==> src/rtl/core/cbm_pkg.sv <==
`default_nettype none

package cbm_pkg;

    localparam int ROM_BYTES   = 2097152;
    localparam int RAM_BYTES   = 32768;
    localparam int ROM_AW      = $clog2(ROM_BYTES);
    localparam int RAM_AW      = $clog2(RAM_BYTES);
    localparam int PAGE_W      = 14;                 // 16 KiB ROM bank
    localparam int BANK_W      = ROM_AW - PAGE_W;    // bank bits the ROM can use
    localparam int BANK_FULL_W = 7;                  // 5 low + 2 upper bank bits
    localparam int RAM_FULL_W  = 15;                 // 2 RAM bank bits + 8 KiB page
    localparam int CFG_W       = 22;
    localparam int RAM_SIZE_W  = 16;
    localparam int CFG_IDX_W   = 2;

    localparam logic [CFG_W-1:0]      ROM_SIZE_RST  = CFG_W'(32768);
    localparam logic [RAM_SIZE_W-1:0] RAM_SIZE_RST  = RAM_SIZE_W'(8192);
    localparam logic [BANK_W-1:0]     BANK_MASK_RST = BANK_W'((32768 >> PAGE_W) - 1);
    localparam logic [CFG_W-1:0]      ROM_MULTI_MIN = CFG_W'(32'h8000);
    localparam logic [7:0]            RAM_EN_KEY    = 8'h0A;
    localparam logic [7:0]            OPEN_BUS      = 8'hFF;

    typedef enum logic [2:0] {
        OP_READ_ROM  = 3'd0,
        OP_WRITE_CTL = 3'd1,
        OP_READ_RAM  = 3'd2,
        OP_WRITE_RAM = 3'd3,
        OP_LOAD_ROM  = 3'd4
    } t_op;

    typedef enum logic [CFG_IDX_W-1:0] {
        CFG_ROM_SIZE = 2'd0,
        CFG_RAM_SIZE = 2'd1
    } t_cfg_idx;

    typedef enum logic [1:0] {
        SEL_ZERO,
        SEL_FF,
        SEL_ROM,
        SEL_RAM
    } t_sel;

    typedef struct packed {
        logic [CFG_W-1:0]      rom_limit;
        logic [RAM_SIZE_W-1:0] ram_limit;
        logic [BANK_W-1:0]     bank_mask;
    } t_cfg;

    typedef struct packed {
        t_sel              sel;
        logic              rom_wr;
        logic [ROM_AW-1:0] rom_idx;
        logic              ram_rd;
        logic              ram_wr;
        logic [RAM_AW-1:0] ram_idx;
    } t_access;

endpackage

`default_nettype wire

==> src/rtl/core/cbm_cfg.sv <==
`default_nettype none

module cbm_cfg
    import cbm_pkg::*;
(
    input  wire logic                 i_clk,
    input  wire logic                 i_rst_n,
    input  wire logic                 i_cfg_wr_en,
    input  wire logic [CFG_IDX_W-1:0] i_cfg_index,
    input  wire logic [CFG_W-1:0]     i_cfg_data,
    output t_cfg                      o_cfg
);

    logic [CFG_W-1:0]      r_rom_limit, n_rom_limit;
    logic [RAM_SIZE_W-1:0] r_ram_limit, n_ram_limit;
    logic [BANK_W-1:0]     r_bank_mask, n_bank_mask;
    logic [CFG_W-1:0]      rom_clamp;
    logic [RAM_SIZE_W-1:0] ram_clamp;
    logic [CFG_W-1:0]      bank_count;

    always_comb begin
        rom_clamp = (i_cfg_data > CFG_W'(ROM_BYTES)) ? CFG_W'(ROM_BYTES) : i_cfg_data;
        ram_clamp = (i_cfg_data[RAM_SIZE_W-1:0] > RAM_SIZE_W'(RAM_BYTES)) ?
                    RAM_SIZE_W'(RAM_BYTES) : i_cfg_data[RAM_SIZE_W-1:0];
        bank_count = rom_clamp >> PAGE_W;

        n_rom_limit = r_rom_limit;
        n_ram_limit = r_ram_limit;
        n_bank_mask = r_bank_mask;
        if (i_cfg_wr_en) begin
            unique case (t_cfg_idx'(i_cfg_index))
                CFG_ROM_SIZE: begin
                    n_rom_limit = rom_clamp;
                    // below two banks the whole ROM is fixed at bank one
                    n_bank_mask = (rom_clamp >= ROM_MULTI_MIN) ?
                                  BANK_W'(bank_count - CFG_W'(1)) : '0;
                end
                CFG_RAM_SIZE: begin
                    n_ram_limit = ram_clamp;
                end
                default: begin
                end
            endcase
        end
    end

    always_ff @(posedge i_clk) begin
        if (!i_rst_n) begin
            r_rom_limit <= ROM_SIZE_RST;
            r_ram_limit <= RAM_SIZE_RST;
            r_bank_mask <= BANK_MASK_RST;
        end else begin
            r_rom_limit <= n_rom_limit;
            r_ram_limit <= n_ram_limit;
            r_bank_mask <= n_bank_mask;
        end
    end

    assign o_cfg.rom_limit = r_rom_limit;
    assign o_cfg.ram_limit = r_ram_limit;
    assign o_cfg.bank_mask = r_bank_mask;

endmodule

`default_nettype wire

==> config.mk <==
export PLATFORM = sky130hd
export DESIGN_NAME = cbm_cfg
export DESIGN_NICKNAME = d
export VERILOG_FILES = /design/src/rtl/core/cbm_pkg.sv /design/src/rtl/core/cbm_cfg.sv
export SDC_FILE = /design/constraint.sdc
export NUM_CORES = 1
export LEC_CHECK = 0
export BUFFER_PORTS_ARGS = -buffer_cell sky130_fd_sc_hd__clkbuf_2
export CAP_MARGIN = 20
export CORE_UTILIZATION = 49
export DETAILED_ROUTE_END_ITERATION = 10
export PLACE_DENSITY = 0.8
export SKIP_CTS_REPAIR_TIMING = 1
export SLEW_MARGIN = 40
export SYNTH_ARGS = -nofsm -noshare
export SYNTH_HDL_FRONTEND = slang
export SYNTH_SLANG_ARGS = --single-unit
==> constraint.sdc <==
create_clock -name i_clk -period 2.4 [get_ports i_clk]
set_input_delay 0.36 -clock i_clk [delete_from_list [all_inputs] [get_ports i_clk]]
set_output_delay 0.36 -clock i_clk [all_outputs]
set_load 0.02 [all_outputs]
=== Word level (Yosys, flattened, before mapping) ===
Index checks and enable logic that the tools add are counted.

* Shift operators: 0
* $mul: 0
* Equal/unequal tests: 1
* Bitwise logic cells: 0
* $lt $le $gt $ge: 3
* Add/subtract/negate cells: 1
* Reduce and logical (&&, ||, !) cells: 3
* Div/mod/pow operators: 0
* Multiplexer cells: 3

{| class="wikitable"
|+ Operators with widths
! operator !! count
|-
| 22-bit by 16-bit greater-or-equal comparator with 1-bit output (second input constant) || 1
|-
| 22-bit > comparator (second input constant) || 1
|-
| 22-bit 2-to-1 mux || 1
|-
| 16-bit > comparator (second input constant) || 1
|-
| 16-bit 2-to-1 mux || 1
|-
| 7-bit 2-to-1 mux || 1
|-
| 7-bit by 1-bit subtractor with 7-bit output (second input constant) || 1
|-
| 2-bit AND reduction || 2
|-
| 2-bit by 1-bit == test with 1-bit output (second input constant) || 1
|-
| 2-bit zero test || 1
|}

* Bits in writable memories: 0
* Memories kept: 0
* ROM bits: 0
* Flip-flop bits (word level): 45
* Input port bits: 27
* Latch bits: 0
* Output and inout bits: 45
* Logic and storage cells: 14

=== Longest topological paths before layout ===
* Depth after elaboration: 4
* Mapped depth: 8
* Mapped depth without buffers: 7

=== Worst setup path after synthesis ===
OpenSTA, ideal clock, no wires.

* Path kind: in2reg
* Start point: input port i_cfg_data[16]
* End point: register r_rom_limit[1]
* Cell stages on the path: 5
* Setup time: 66 ps
* Arrival time: 1,729 ps
* Setup slack: 605 ps
* Path through: or4_4 -> o41ai_4 -> buf_6 -> nand3_1 -> a21boi_2

* Cells in the longest elaborated chain, start to end: 2

{| class="wikitable"
|+ RTL lines
! item !! line !! RTL
|-
| start: declaration || cbm_cfg.sv:10 || <nowiki>input wire logic [CFG_W-1:0] i_cfg_data,</nowiki>
|-
| 22-bit > comparator || cbm_cfg.sv:22 || <nowiki>rom_clamp = (i_cfg_data > CFG_W'(ROM_BYTES)) ? CFG_W'(ROM_BYTES) : i_cfg_data;</nowiki>
|-
| 22-bit 2-to-1 mux || cbm_cfg.sv:22 ||
|-
| end signal: assignment || cbm_cfg.sv:53 || <nowiki>r_rom_limit <= n_rom_limit;</nowiki>
|-
| end: declaration || cbm_cfg.sv:14 || <nowiki>logic [CFG_W-1:0] r_rom_limit, n_rom_limit;</nowiki>
|}

Every way passes these cells.
A chain may end at the register's enable or synchronous reset.

=== Worst setup path in the final report ===
* Start point: input port i_cfg_data[9]
* End point: register r_ram_limit[7]

* Cells in the longest elaborated chain, start to end: 2

{| class="wikitable"
|+ RTL lines
! item !! line !! RTL
|-
| 16-bit > comparator || cbm_cfg.sv:23 || <nowiki>ram_clamp = (i_cfg_data[RAM_SIZE_W-1:0] > RAM_SIZE_W'(RAM_BYTES)) ?</nowiki>
|-
| 16-bit 2-to-1 mux || cbm_cfg.sv:23 ||
|-
| end signal: assignment || cbm_cfg.sv:54 || <nowiki>r_ram_limit <= n_ram_limit;</nowiki>
|-
| end: declaration || cbm_cfg.sv:15 || <nowiki>logic [RAM_SIZE_W-1:0] r_ram_limit, n_ram_limit;</nowiki>
|}

Every way passes these cells.

==> flow_metrics.py <==
metrics = {
    "hold_path": {
        "hold_class": "in2reg",
        "worstHoldStart": "i_cfg_data[5]",
        "min_to": "r_rom_limit[5]",
        "hold_path_depth": 3,
    },
    "yosys": {
        "synth_area_per_cell_sq_um": 8.944,
        "synth_edf_count": 0,
        "synth.distinct_cells": 33,
        "synth_fa_ha_area_frac": 0.01260,
        "synthXorXnorAreaFrac": 0.01323,
        "synth_area_sq_um": 1986,
        "yosys.area_share.simple": 0.2647,
        "synth_top_family_by_area": "simple AND/OR/NAND/NOR gates",
        "synth_seq_cells": 45,
        "yosysTopAreaCell": "dfxtp_1",
        "synth_compound_area_frac": 0.2016,
        "netlist_top_cells_area": "dfxtp_1 (45%), nand2_1 (5.9%), a21boi_2 (5.7%)",
        "netlist.area_leader.share": 0.4537,
        "async_flop_share": 0,
        "synthTopCellsByCount": "dfxtp_1 (45), nand2_1 (31), nand3_1 (22), nor2b_1 (18)",
        "syn_nets": 251,
        "yosysWarningCount": 0,
        "synth_most_common_cell": "dfxtp_1",
        "synthCells": 222,
        "ys_seq_area_frac": 0.4537,
        "synthMuxAreaShare": 0.01071,
        "synth_flop_cell": "dfxtp_1",
    },
    "floorplanning": {
        "start_util": 0.5265,
        "die_y_microns": 65.66,
        "num_rows": 22,
        "die_w_microns": 65.66,
        "core-area_sq_um": 3771,
        "ios": 72,
        "die_area_sq_um": 4311,
    },
    "timing": {
        "setup_tns_ns": 0,
        "fin_skew_ns": 0,
        "final-hold-violation-count": 0,
        "fmax_mhz": 546.0,
        "tightestPinTransition_ns": 0.7159,
        "period_needed_ns": 1.832,
        "final_max_slew_viol_count": 0,
        "rsz0062_at_grt": "false",
        "maxSlewHeadroom": 0.5228,
        "fin_crit_sh": 0.7631,
        "setup_violations": 0,
    },
    "finish": {
        "drive_above_1_share": 0.3414,
        "area_growth_pct": 25.52,
        "n_antenna_cell": 0,
        "nNetsFinal": 318,
        "final_core_util": 0.6609,
    },
    "global_routing": {
        "grt_use_total": 0.2352,
        "grt_pass1_wl_microns": 7866,
        "grt_pass1_vias": 1721,
        "grt_max_degree": 47,
        "antenna_found_initial": 0,
        "overflow": 0,
    },
    "clock_tree": {
        "clockBufferDepth": 2,
        "h-tree-depth": 2,
        "cts_tree": "built",
        "cts_made_buffers": 5,
        "clk_latency_ns": 0.29,
        "cts-root-buf": "clkbuf_8",
        "clock-sinks": 45,
        "clk_pin_slew_ns": 0.08,
    },
    "routing": {
        "via_per_inst": 5.320,
        "drt_iter0_drc": 157,
        "routed_wl_microns": 4795,
        "drt-pass1-iter-count": 4,
        "wl_per_cell_microns": 14.19,
        "drc": 0,
        "ant_nets": 0,
        "vias": 1798,
    },
    "pwr": {
        "p_per_area_nw_per_um2": 624.2,
        "total_leakage_power_nw": 1.036,
        "ir_drop_mv": 0.3843,
    },
    "critical_path": {
        "critPathCaptureType": "flop",
        "critPathSlowestCell": "nor4_1",
        "critical_path.cell_chain": "clkbuf_2, nor4_1, nand4_1, a21oi_1, buf_4, a22oi_1, nor2b_1",
        "r2r_setup_slack_ns": 1.55,
        "rr_endpoint": "r_bank_mask[5]",
        "critical_path_arrival_ns": 2.05,
        "r2r-start": "r_bank_mask[5]",
        "critPathKind": "in2reg",
        "cp-start-kind": "input pin",
        "worstPathRequired_ns": 2.62,
        "ff2ff_path_depth": 2,
        "slowest_delay_ns": 0.46,
        "crit_fanout": 8,
    },
    "placed_design": {
        "numPortBuffers": 71,
        "gp_congestion": 0.8852,
        "dpl.hpwl_microns": 3390,
    },
    "flow_run": {
        "cap_violations": 0,
    },
    "outcome": {
        "status": "completed",
    },
}
==> layout by cell type, fill, tap and decap left out, types with 3 or more instances in the layout <==
cell type	count
a22oi_1	13
clkbuf_2	71
clkbuf_8	6
nand2b_1	3
buf_4	6
nor4_1	4
o21ai_0	6
dfxtp_1	45
xnor2_1	3
nor3_1	3
inv_1	3
a21boi_0	11
nand2_1	31
nand3b_1	3
and2_1	4
nor2b_1	18
nor2_1	5
a21boi_2	10
a21oi_1	4
nand3_1	22
==> metrics by stage <==
step	cell area [sq um]	total power, mW	setup slack (ns)	hold slack, ns	instances
4_1_cts	2492	1.564	0.6024	0.3398	338
5_1_grt	2492	1.617	0.3962	0.3477	338
3_5_place_dp	2376	0.9827	0.2963	0.4526	330
3_3_place_gp	2376	0.9792	0.3442	0.4484	330
6_report	2492	1.556	0.5685	0.3471	338
2_1_floorplan	1986	0.9076	0.6054	0.5184	222
==> registers in the layout (all words and copies together), names as in the netlist <==
| signal | flops |
|---|---|
| r_bank_mask | 7 |
| r_ram_limit | 16 |
| r_rom_limit | 22 |
==> cell families after synthesis <==
| group | Yosys count |
|---|---|
| flip-flops | 45 |
| buffers and inverters | 20 |
| XOR/XNOR | 3 |
| multiplexers | 2 |
| AND/OR/NAND/NOR | 101 |
| adder cells (fa/ha/maj) | 2 |
| AO/OA/AOI/OAI | 49 |
==> metal layers <==
metal,up-vias,global-route usage,part of all wire
li1,903,-,-
met1,838,0.3215,0.47
met2,51,0.3673,0.47
met3,6,0.05208,0.051
met4,0,0.06793,0.0094
met5,-,0,0
==> final cells by class <==
class                   count  area [sq um]
flip-flops and latches     45         900.9
clock buffers               7         86.33
clock inverters             1         30.03
fillers                   325          1279
inverters                   3         11.26
well taps                  48         60.06
multi-input cells         157          1003
repair buffers             77         400.4
==> critical path, delay by kind of cell <==
kind                   cells  cell delay (ns)
buffers and inverters      2             0.35
and+or+nand+nor            3             0.85
AOI/OAI and AO/OA          2             0.49
==> power breakdown <==
group	internal (mW)	total, mW	switching [mW]
clock network	0.340	0.590	0.250
registers	0.766	0.776	0.0106
logic	0.0747	0.190	0.115
==> worst max-delay path by stage <==
| stage | cells past startpoint | from | end |
|---|---|---|---|
| floorplan | 5 | i_cfg_data[16] | r_rom_limit[1] |
| global placement | 7 | i_cfg_data[5] | r_rom_limit[4] |
| detailed placement | 7 | i_cfg_data[5] | r_ram_limit[7] |
| CTS | 7 | i_cfg_data[5] | r_ram_limit[7] |
| global route | 7 | i_cfg_data[9] | r_ram_limit[7] |
| finish | 7 | i_cfg_data[9] | r_ram_limit[7] |
No activity file was read; power rests on OpenSTA's default activity.
