--- config.mk ---
export PLATFORM = sky130hd
export DESIGN_NAME = cbm_ctrl
export DESIGN_NICKNAME = d
export VERILOG_FILES = /design/src/rtl/core/cbm_pkg.sv /design/src/rtl/core/cbm_ctrl.sv
export SDC_FILE = /design/constraint.sdc
export NUM_CORES = 1
export LEC_CHECK = 0
export ABC_AREA = 0
export BUFFER_PORTS_ARGS = -buffer_cell sky130_fd_sc_hd__clkbuf_2
export CAP_MARGIN = 20
export CORE_MARGIN = 5
export CORE_UTILIZATION = 30
export CTS_BUF_LIST = sky130_fd_sc_hd__clkbuf_2
export DETAILED_ROUTE_END_ITERATION = 10
export PLACE_DENSITY = 0.7
export SYNTH_ARGS = -nofsm -noshare
export SYNTH_HDL_FRONTEND = slang
export SYNTH_SLANG_ARGS = --single-unit
export TNS_END_PERCENT = 10
--- constraint.sdc ---
create_clock -name i_clk -period 5.9 [get_ports i_clk]
set_input_delay 1.18 -clock i_clk [delete_from_list [all_inputs] [get_ports i_clk]]
set_output_delay 1.18 -clock i_clk [all_outputs]
set_load 0.1 [all_outputs]
--- src/rtl/core/cbm_pkg.sv ---
`default_nettype none

package cbm_pkg;

    localparam int ROM_BYTES   = 2097152;
    localparam int RAM_BYTES   = 32768;
    localparam int ROM_AW      = $clog2(ROM_BYTES);
    localparam int RAM_AW      = $clog2(RAM_BYTES);
    localparam int PAGE_W      = 14;                 // 16 KiB ROM bank
    localparam int BANK_W      = ROM_AW - PAGE_W;    // bank bits the ROM can use
    localparam int BANK_FULL_W = 7;                  // 5 low + 2 upper bank bits
    localparam int RAM_FULL_W  = 15;                 // 2 RAM bank bits + 8 KiB page
    localparam int CFG_W       = 22;
    localparam int RAM_SIZE_W  = 16;
    localparam int CFG_IDX_W   = 2;

    localparam logic [CFG_W-1:0]      ROM_SIZE_RST  = CFG_W'(32768);
    localparam logic [RAM_SIZE_W-1:0] RAM_SIZE_RST  = RAM_SIZE_W'(8192);
    localparam logic [BANK_W-1:0]     BANK_MASK_RST = BANK_W'((32768 >> PAGE_W) - 1);
    localparam logic [CFG_W-1:0]      ROM_MULTI_MIN = CFG_W'(32'h8000);
    localparam logic [7:0]            RAM_EN_KEY    = 8'h0A;
    localparam logic [7:0]            OPEN_BUS      = 8'hFF;

    typedef enum logic [2:0] {
        OP_READ_ROM  = 3'd0,
        OP_WRITE_CTL = 3'd1,
        OP_READ_RAM  = 3'd2,
        OP_WRITE_RAM = 3'd3,
        OP_LOAD_ROM  = 3'd4
    } t_op;

    typedef enum logic [CFG_IDX_W-1:0] {
        CFG_ROM_SIZE = 2'd0,
        CFG_RAM_SIZE = 2'd1
    } t_cfg_idx;

    typedef enum logic [1:0] {
        SEL_ZERO,
        SEL_FF,
        SEL_ROM,
        SEL_RAM
    } t_sel;

    typedef struct packed {
        logic [CFG_W-1:0]      rom_limit;
        logic [RAM_SIZE_W-1:0] ram_limit;
        logic [BANK_W-1:0]     bank_mask;
    } t_cfg;

    typedef struct packed {
        t_sel              sel;
        logic              rom_wr;
        logic [ROM_AW-1:0] rom_idx;
        logic              ram_rd;
        logic              ram_wr;
        logic [RAM_AW-1:0] ram_idx;
    } t_access;

endpackage

`default_nettype wire

--- src/rtl/core/cbm_ctrl.sv ---
`default_nettype none

module cbm_ctrl
    import cbm_pkg::*;
(
    input  wire logic                 i_clk,
    input  wire logic                 i_rst_n,
    input  wire logic                 i_fire,
    input  wire t_op                  i_op,
    input  wire logic [15:0]          i_address,
    input  wire logic [7:0]           i_data_byte,
    input  wire logic [ROM_AW-1:0]    i_load_index,
    input  wire t_cfg                 i_cfg,
    output t_access                   o_acc
);

    typedef enum logic [1:0] {
        REG_RAM_EN,
        REG_LOW_BANK,
        REG_UPPER_BANK,
        REG_MODE
    } t_region;

    logic       r_ram_en;
    logic [4:0] r_low_bank;
    logic [1:0] r_upper_bank;
    logic       r_mode;

    logic [BANK_FULL_W-1:0] bank_full;
    logic [BANK_W-1:0]      sw_bank;
    logic [ROM_AW-1:0]      rom_rd_idx;
    logic                   rom_ok;
    logic [RAM_FULL_W-1:0]  ram_full;
    logic                   ram_ok;

    always_comb begin
        bank_full = {(r_mode ? 2'b00 : r_upper_bank), r_low_bank}
                    & BANK_FULL_W'(i_cfg.bank_mask);
        sw_bank   = bank_full[BANK_W-1:0];
        if (sw_bank == '0) begin
            sw_bank = BANK_W'(1);
        end
        rom_rd_idx = i_address[PAGE_W] ? {sw_bank, i_address[PAGE_W-1:0]}
                                       : ROM_AW'(i_address[PAGE_W-1:0]);
        rom_ok = !i_address[15] && (CFG_W'(rom_rd_idx) < i_cfg.rom_limit);

        ram_full = {(r_mode ? r_upper_bank : 2'b00), i_address[12:0]};
        ram_ok   = r_ram_en && (i_address[15:13] == 3'b101)
                   && (RAM_SIZE_W'(ram_full) < i_cfg.ram_limit);

        o_acc.sel     = SEL_ZERO;
        o_acc.rom_wr  = 1'b0;
        o_acc.rom_idx = rom_rd_idx;
        o_acc.ram_rd  = 1'b0;
        o_acc.ram_wr  = 1'b0;
        o_acc.ram_idx = ram_full[RAM_AW-1:0];
        unique case (i_op)
            OP_READ_ROM: begin
                o_acc.sel = rom_ok ? SEL_ROM : SEL_FF;
            end
            OP_WRITE_CTL: begin
            end
            OP_READ_RAM: begin
                o_acc.sel    = ram_ok ? SEL_RAM : SEL_FF;
                o_acc.ram_rd = ram_ok;
            end
            OP_WRITE_RAM: begin
                o_acc.ram_wr = ram_ok;
            end
            OP_LOAD_ROM: begin
                o_acc.rom_wr  = 1'b1;
                o_acc.rom_idx = i_load_index;
            end
            default: begin
            end
        endcase
    end

    always_ff @(posedge i_clk) begin
        if (!i_rst_n) begin
            r_ram_en     <= 1'b0;
            r_low_bank   <= 5'd1;
            r_upper_bank <= 2'd0;
            r_mode       <= 1'b0;
        end else if (i_fire && (i_op == OP_WRITE_CTL) && !i_address[15]) begin
            unique case (t_region'(i_address[14:13]))
                REG_RAM_EN: begin
                    r_ram_en <= (i_data_byte == RAM_EN_KEY);
                end
                REG_LOW_BANK: begin
                    r_low_bank <= (i_data_byte[4:0] == 5'd0) ? 5'd1 : i_data_byte[4:0];
                end
                REG_UPPER_BANK: begin
                    r_upper_bank <= i_data_byte[1:0];
                end
                REG_MODE: begin
                    r_mode <= i_data_byte[0];
                end
            endcase
        end
    end

endmodule

`default_nettype wire

**Yosys cells after proc, flatten, opt, wreduce, memory -nomap -nowiden**

Index checks and enable logic that the tools add are counted.

- $add $sub $neg: 0
- Multiply operators: 0
- Divide/modulo/power cells: 0
- Magnitude comparators: 2
- Eq/ne operators: 9
- Shifts and indexed selects: 0
- Multiplexer cells: 11
- Bitwise gates (word level): 1
- Reduce and logical (&&, ||, !) cells: 14

Operators with widths:

| operator | count |
|---|---|
| 21-bit by 22-bit < comparator with 1-bit output | 1 |
| 22-bit 2-to-1 mux | 1 |
| 21-bit 2-to-1 mux | 1 |
| 15-bit by 16-bit < comparator with 1-bit output | 1 |
| 8-bit by 4-bit equality test with 1-bit output, second input constant | 1 |
| 2-bit 2-to-1 mux | 4 |
| 2-bit AND reduction | 4 |
| 7-bit bitwise AND | 1 |
| 7-bit zero test | 1 |
| 7-bit 2-to-1 mux | 1 |
| 3-bit by 2-bit equality test with 1-bit output, second input constant | 2 |
| 3-bit equality test, second input constant | 2 |
| 1-bit logical AND | 5 |
| 5-bit zero test | 1 |
| 5-bit 2-to-1 mux | 1 |
| 2-bit equality test, second input constant | 2 |
| 2-bit case mux with 2 select lines | 1 |
| 3-bit by 1-bit equality test with 1-bit output, second input constant | 1 |
| 3-bit zero test | 1 |
| 2-bit by 1-bit equality test with 1-bit output, second input constant | 1 |
| 2-bit zero test | 1 |
| 1-bit 2-to-1 mux | 2 |
| 1-bit zero test | 1 |

- Register bits after elaboration: 9
- Bits in latches: 0
- Memory bits (writable): 0
- ROM bits: 0
- Bits of input ports: 96
- Output and inout bits: 41
- Logic and storage cells: 41
- Memories kept: 0

**Longest topological paths before layout**

Gate-level depths: netlist of the first run.

- Depth after elaboration: 9
- Mapped depth: 9

**Worst setup path before layout of the first run**

OpenSTA, ideal clock, no wires.

- Kind: flip-flop to output port
- From: register r_mode
- To: output o_acc[15] (netlist name)
- Data arrival time: 4.341 ns
- Data required time: 4.720 ns
- Slack: 0.379 ns
- Stages on the path, launching flop included: 8
- Cell sequence: dfxtp_1 and2_1 ha_1 a21o_2 a21oi_1 o21a_1 o211ai_2 nor3b_1

RTL lines:

| element | RTL line | text |
|---|---|---|
| start: declaration | cbm_ctrl.sv:27 | `logic r_mode;` |
| start signal: assignment | cbm_ctrl.sv:97 | `r_mode <= i_data_byte[0];` |
| end: declaration | cbm_ctrl.sv:14 | `output t_access o_acc` |

==> metrics, run 1 <==
outcome=completed; cell family with the largest share of critical-path delay=simple AND/OR/NAND/NOR gates; Die Y-Extent=87.7 um; die area=7680 sq um; drt drc=0; Synth async-reset ratio=0; class of the worst hold path=flip-flop to flip-flop; H-tree levels=1; Crit path required time=4.72 ns; post-CTS setup buffers=0; syn_area_per_cell=8.08 sq um; DP HPWL=5070 um; clk buf depth=2; Worst Path Class, Setup=input pin to primary output; minimum clock period=4.75 ns; initial antenna violation count=0; Worst Max-Slew Pin Slew=0.946 ns; number of global-route vias before repair=1952; crit-path cells=clkbuf_2 > nor2b_1 > and3_1 > ha_1 > nand4b_1 > inv_1 > a2111oi_0 > nor2b_1 > a2bb2o_4 > clkbuf_2; f_max=210 MHz; DP Area=2480 sq um; Die W=87.7 um; DR pass1 iterations=4; GR Util met1=0.165; cells after synthesis=224; Final Hold Vio Count=0; routing usage on met2=0.258; vias per cell=4.71; max-slew violations=0; final instance area=2500 sq um; first-pass GRT wire length=8490 um; setup tns final=0 ns; Final setup violation count=0; buffers and inverters on the worst path=3; post-layout util=0.426; synth unique cells=46; slowest CP cell=a2111oi_0; crit-path max cell delay=0.57 ns; starting density of the core=0.307; routability cong.=0.755; layout cells sized above 1=0.490; Pleak=0.00150 uW; CTS Hold Bufs=0; Num Clock Sinks=9; cts repair resizes=0; Final ANT Viol Nets=0; Vias=1995; power density cells=128 nW/um^2; hold_ws=0.477 ns; CTS tree=done; Yosys reg bits=9; CTS root buffer=clkbuf_2; wire per inst=13.0 um; core area=5890 sq um; Net count, final=480; syn_nets=354; CP Launch Type=input pin; fin crit share=0.806; Num CTS Buffers=3; RSZ-0062 raised after global routing=no; n_diodes=0; area grow syn2layout=38.5%; Clk Latency, worst-skew pair=0.25 ns; final wirelength=5500 um; largest net degree at the start of global routing=13; Final Total Pwr=322 uW; CP Capture Type=primary output; Mapped Area=1810 sq um; I/O pin count=137; register area share after synthesis=0.0996; GR Layer Usage met3=0.0169; clk slew on worst S/H paths=0.09 ns; row count=28; clk_skew=0 ns; CP Max Fanout=10; IR drop worst, VDD=0.102 mV; Critical Path AT=3.57 ns; most common flop cell mapped by yosys=dfxtp_1; max cap viols=0; Buffers on Ports=136; total track usage=0.138; number of DRC markers in iteration 0=23; Ys Warns=0; number of flops mapped to enable cells by yosys=0; grt ovf=0; Worst slew margin=0.367; GR peak layer=met2
==> synth_stat cells, types with 2 or more instances <==
cell,instances,area [sq um]
o21a_1,2,15.0
nor3b_1,2,15.0
nand2_1,13,48.8
nand3b_1,2,15.0
nand3_1,3,15.0
o21ai_0,3,15.0
mux2_2,21,236
dfxtp_1,9,180
a21oi_1,18,90.1
nand4_1,3,18.8
mux2i_1,7,70.1
inv_1,35,131
nand2b_1,2,12.5
o21ai_1,2,10.0
ha_1,34,425
buf_2,2,10.0
a22oi_1,3,22.5
and2_1,2,12.5
nor2b_1,10,62.6
buf_4,13,97.6
o211ai_1,2,15.0
nor2_1,7,26.3
and3_1,6,37.5
==> kinds of logic after synthesis <==
kind of cell             after synthesis  share of synthesized area
AND/OR/NAND/NOR                       60                      0.201
buffers and inverters                 51                      0.134
AO/OA/AOI/OAI                         42                      0.160
adder cells (fa/ha/maj)               34                      0.235
multiplexers                          28                      0.169
flip-flops                             9                     0.0996
==> stage by stage <==
step | setup WS [ns] | cells
finish | 1.15 | 424
global route | 0.912 | 424
CTS | 1.12 | 424
detailed placement | 1.14 | 420
global placement | 1.29 | 420
floorplan | 0.379 | 224
==> report_power, final <==
group / switching, uW / leakage (uW) / total [uW] / internal (uW)
sequential: 0.200 / 0.0000725 / 61.1 / 60.9
combinational: 157 / 0.00141 / 221 / 63.4
clock: 22.0 / 0.0000166 / 40.0 / 18.0
total: 179 / 0.00150 / 322 / 142
==> worst min-delay path, stage by stage, from the launching register on <==
cell and delay, ns:
dfxtp_1 0.33, nand2_1 0.05, a21boi_1 0.05
==> registers in the layout (all words and copies together) (netlist names) <==
register / count
r_low_bank: 5
r_upper_bank: 2
r_mode: 1
r_ram_en: 1
==> final timing paths <==
| path | start | to | slack [ns] | cells after the start |
|---|---|---|---|---|
| min reg2reg | r_low_bank[1] | r_low_bank[1] | 0.48 | 2 |
| max reg2reg | r_mode | r_mode | 5.22 | 2 |
| min | r_low_bank[1] | r_low_bank[1] | 0.48 | 2 |
| max | i_address[14] | o_acc[40] | 1.15 | 10 |
==> layout by cell type (no fill, tap or decap), types with 3 or more instances in the layout <==
cell and count:
nand3_1 3, dfxtp_1 9, clkbuf_2 140, nand4_1 3, nand2_1 13, nor2b_1 10
a22oi_1 3, o21ai_0 3, a21oi_1 18, mux2i_1 7, ha_1 34, inv_1 35
nor2_1 7, mux2_2 21, and3_1 6
==> cell type report <==
class                   instances  area [sq um]
clock buffers                   4          20.0
multi-input cells             164          1390
inverters                      35           131
flip-flops and latches          9           180
repair buffers                137           688
well taps                      75          93.8
fillers                       634          3380
==> metal layers <==
| metal | vias to the layer above | part of all wire |
|---|---|---|
| met5 | - | 0 |
| met4 | 0 | 0.0055 |
| met3 | 4 | 0.083 |
| met2 | 78 | 0.49 |
| li1 | 1031 | - |
| met1 | 882 | 0.42 |
Power figures use the tool's default switching activity.
==> inputs of run 2 (changes only) <==
Settings changed: PLACE_DENSITY 0.7 to 0.72.
Clock period 5.9 ns to 3.83 ns, I/O delays scaled along.
==> metrics, run 2 (synthesis gave the netlist of run 1 again) <==
final worst slack=0.139 ns (-1.01 ns); Num Clock Sinks=9 (unchanged); Clk Latency, worst-skew pair=0.22 ns (-0.03 ns); Final Hold Vio Count=0 (unchanged); DP Worst Slack=0.144 ns (-0.991 ns); Final Total Pwr=499 uW (+55%); H-tree levels=1 (unchanged); Top reg by flops=r_low_bank; most frequent cells in the layout=clkbuf_2 (138), inv_1 (35), ha_1 (34); class of the worst hold path=flip-flop to flip-flop; CP Capture Type=primary output; max-slew violations=0 (unchanged); CTS Hold Bufs=0 (unchanged); post-layout util=0.438 (+0.0119); final cell count without fillers=427 (+0.71%); # placed instances=422 (+0.48%); starting density of the core=0.307 (unchanged); layout cells sized above 1=0.506 (+0.0157); Final ANT Viol Nets=0 (unchanged); vias per cell=4.68 (-0.50%); Die Y-Extent=87.7 um (unchanged); DR pass1 iterations=4 (unchanged); Worst Max-Slew Pin Slew=0.572 ns (-0.373 ns); clk buf depth=2 (unchanged); CP Max Fanout=10 (unchanged); first-pass GRT wire length=8840 um (+4.1%); Vias=1999 (+0.20%); Final setup violation count=0 (unchanged); max cap viols=0 (unchanged); die area=7680 sq um (unchanged); area grow syn2layout=42.3%; total track usage=0.138 (+0.000605); worst hold start=r_low_bank[1]; Min-Delay Endpoint=r_low_bank[1]; CP Launch Type=input pin; Num CTS Buffers=3 (unchanged); final wirelength=5520 um (+0.40%); Worst Path Class, Setup=input pin to primary output; clock share of power=0.120 (-0.004); n_diodes=0 (unchanged); minimum clock period=3.69 ns; DP HPWL=5070 um (about the same); outcome=completed; combinational group share of total power=0.691 (+0.005); fin crit share=0.964; max reg flops=5 (unchanged); sequential share of power=0.189 (about the same); largest net degree at the start of global routing=12 (-1); R2R cell count=2 (unchanged); largest registers=r_low_bank (5), r_upper_bank (2); Pleak=0.00153 uW (+1.6%); worst r2r src=r_mode; hold_ws=0.490 ns (+0.0132 ns); Buffers on Ports=136 (unchanged); Int Pwr=223 uW (+57%); core area=5890 sq um (unchanged); CTS root buffer=clkbuf_2; number of global-route vias before repair=2051 (+5.1%); Critical Path AT=2.92 ns (-0.65 ns); sw frac=0.552 (-0.00514); Worst R2R Setup Slack=3.13 ns (-2.09 ns); row count=28 (unchanged); IR drop worst, VDD=0.145 mV (+43%); grt ovf=0 (unchanged); Worst slew margin=0.620 (+0.253); drt drc=0 (unchanged); initial antenna violation count=0 (unchanged); wire per inst=12.9 um (-0.31%); clk slew on worst S/H paths=0.10 ns (about the same); hold depth=2 (unchanged); Net count, final=483 (+0.63%); I/O pin count=137 (unchanged); f_max=271 MHz; reg2reg end=r_mode; number of DRC markers in iteration 0=32 (+39%); Die W=87.7 um (unchanged); Crit path required time=3.06 ns (-1.66 ns); clk_skew=0 ns (unchanged); CTS tree=done; Net Switching=276 uW (+54%); routability cong.=0.744 (-1.5%); commonest non-fill, non-tap cell in the layout=clkbuf_2; power density cells=194 nW/um^2 (+51%)
==> run 2: cell count changes in the layout (fill, tap and decap cells not counted), sizes merged <==
cell,previous run,this run
buf,1,6
clkbuf,140,138
==> run 2: worst max-delay path: stages <==
cell and delay [ns]:
clkbuf_2 0.16, nor2b_1 0.17, and3_1 0.20, ha_1 0.32, nand4b_1 0.14, or2_1 0.26
nor4_2 0.27, a222oi_1 0.10, buf_4 0.16, a2bb2o_4 0.22, buf_12 0.16
==> run 2: routing by layer <==
layer / part of all wire / vias up / track usage
li1: - / 1041 / -
met1: 0.42 / 870 / 0.172
met2: 0.48 / 84 / 0.261
met3: 0.088 / 4 / 0.0179
met4: 0.0042 / 0 / 0.0139
met5: 0 / - / 0
==> run 2: area by class of cell <==
type / count / area [sq um]
fill: 600 / 3310
clock buffer: 4 / 20.0
sequential: 9 / 180
inverter: 35 / 131
multi-input combinational: 164 / 1410
timing repair buffer: 140 / 741
tap: 75 / 93.8
==> run 2: worst max-delay path by stage <==
stage                 to     startpoint  slack, ns
2_1_floorplan  o_acc[15]         r_mode      -0.30
3_3_place_gp   o_acc[40]       i_cfg[6]       0.21
3_5_place_dp   o_acc[40]       i_cfg[6]       0.14
4_1_cts        o_acc[40]       i_cfg[6]       0.14
5_1_grt        o_acc[40]  i_address[14]     -0.008
6_report       o_acc[40]  i_address[14]       0.14
==> run 2: power by group through the flow <==
stage          clock, uW  combinational [uW]  sequential, uW
2_1_floorplan          0                 257            96.3
3_3_place_gp           0                 343            96.3
3_5_place_dp           0                 347            96.4
4_1_cts             60.9                 348            94.2
5_1_grt             68.2                 370            94.3
6_report            59.8                 345            94.2
==> run 2: through the flow <==
stage	area, sq um	setup TNS (ns)
after floorplan	1820	-0.481
after global placement	2540	0
after detailed placement	2540	0
after CTS	2560	0
after global routing	2570	-0.0109
final	2570	0
==> run 2: repair_timing <==
action	CTS	global route
setup endpoints to repair	0	1
resized for setup	0	2
hold endpoints to repair	0	0
setup buffers	0	1
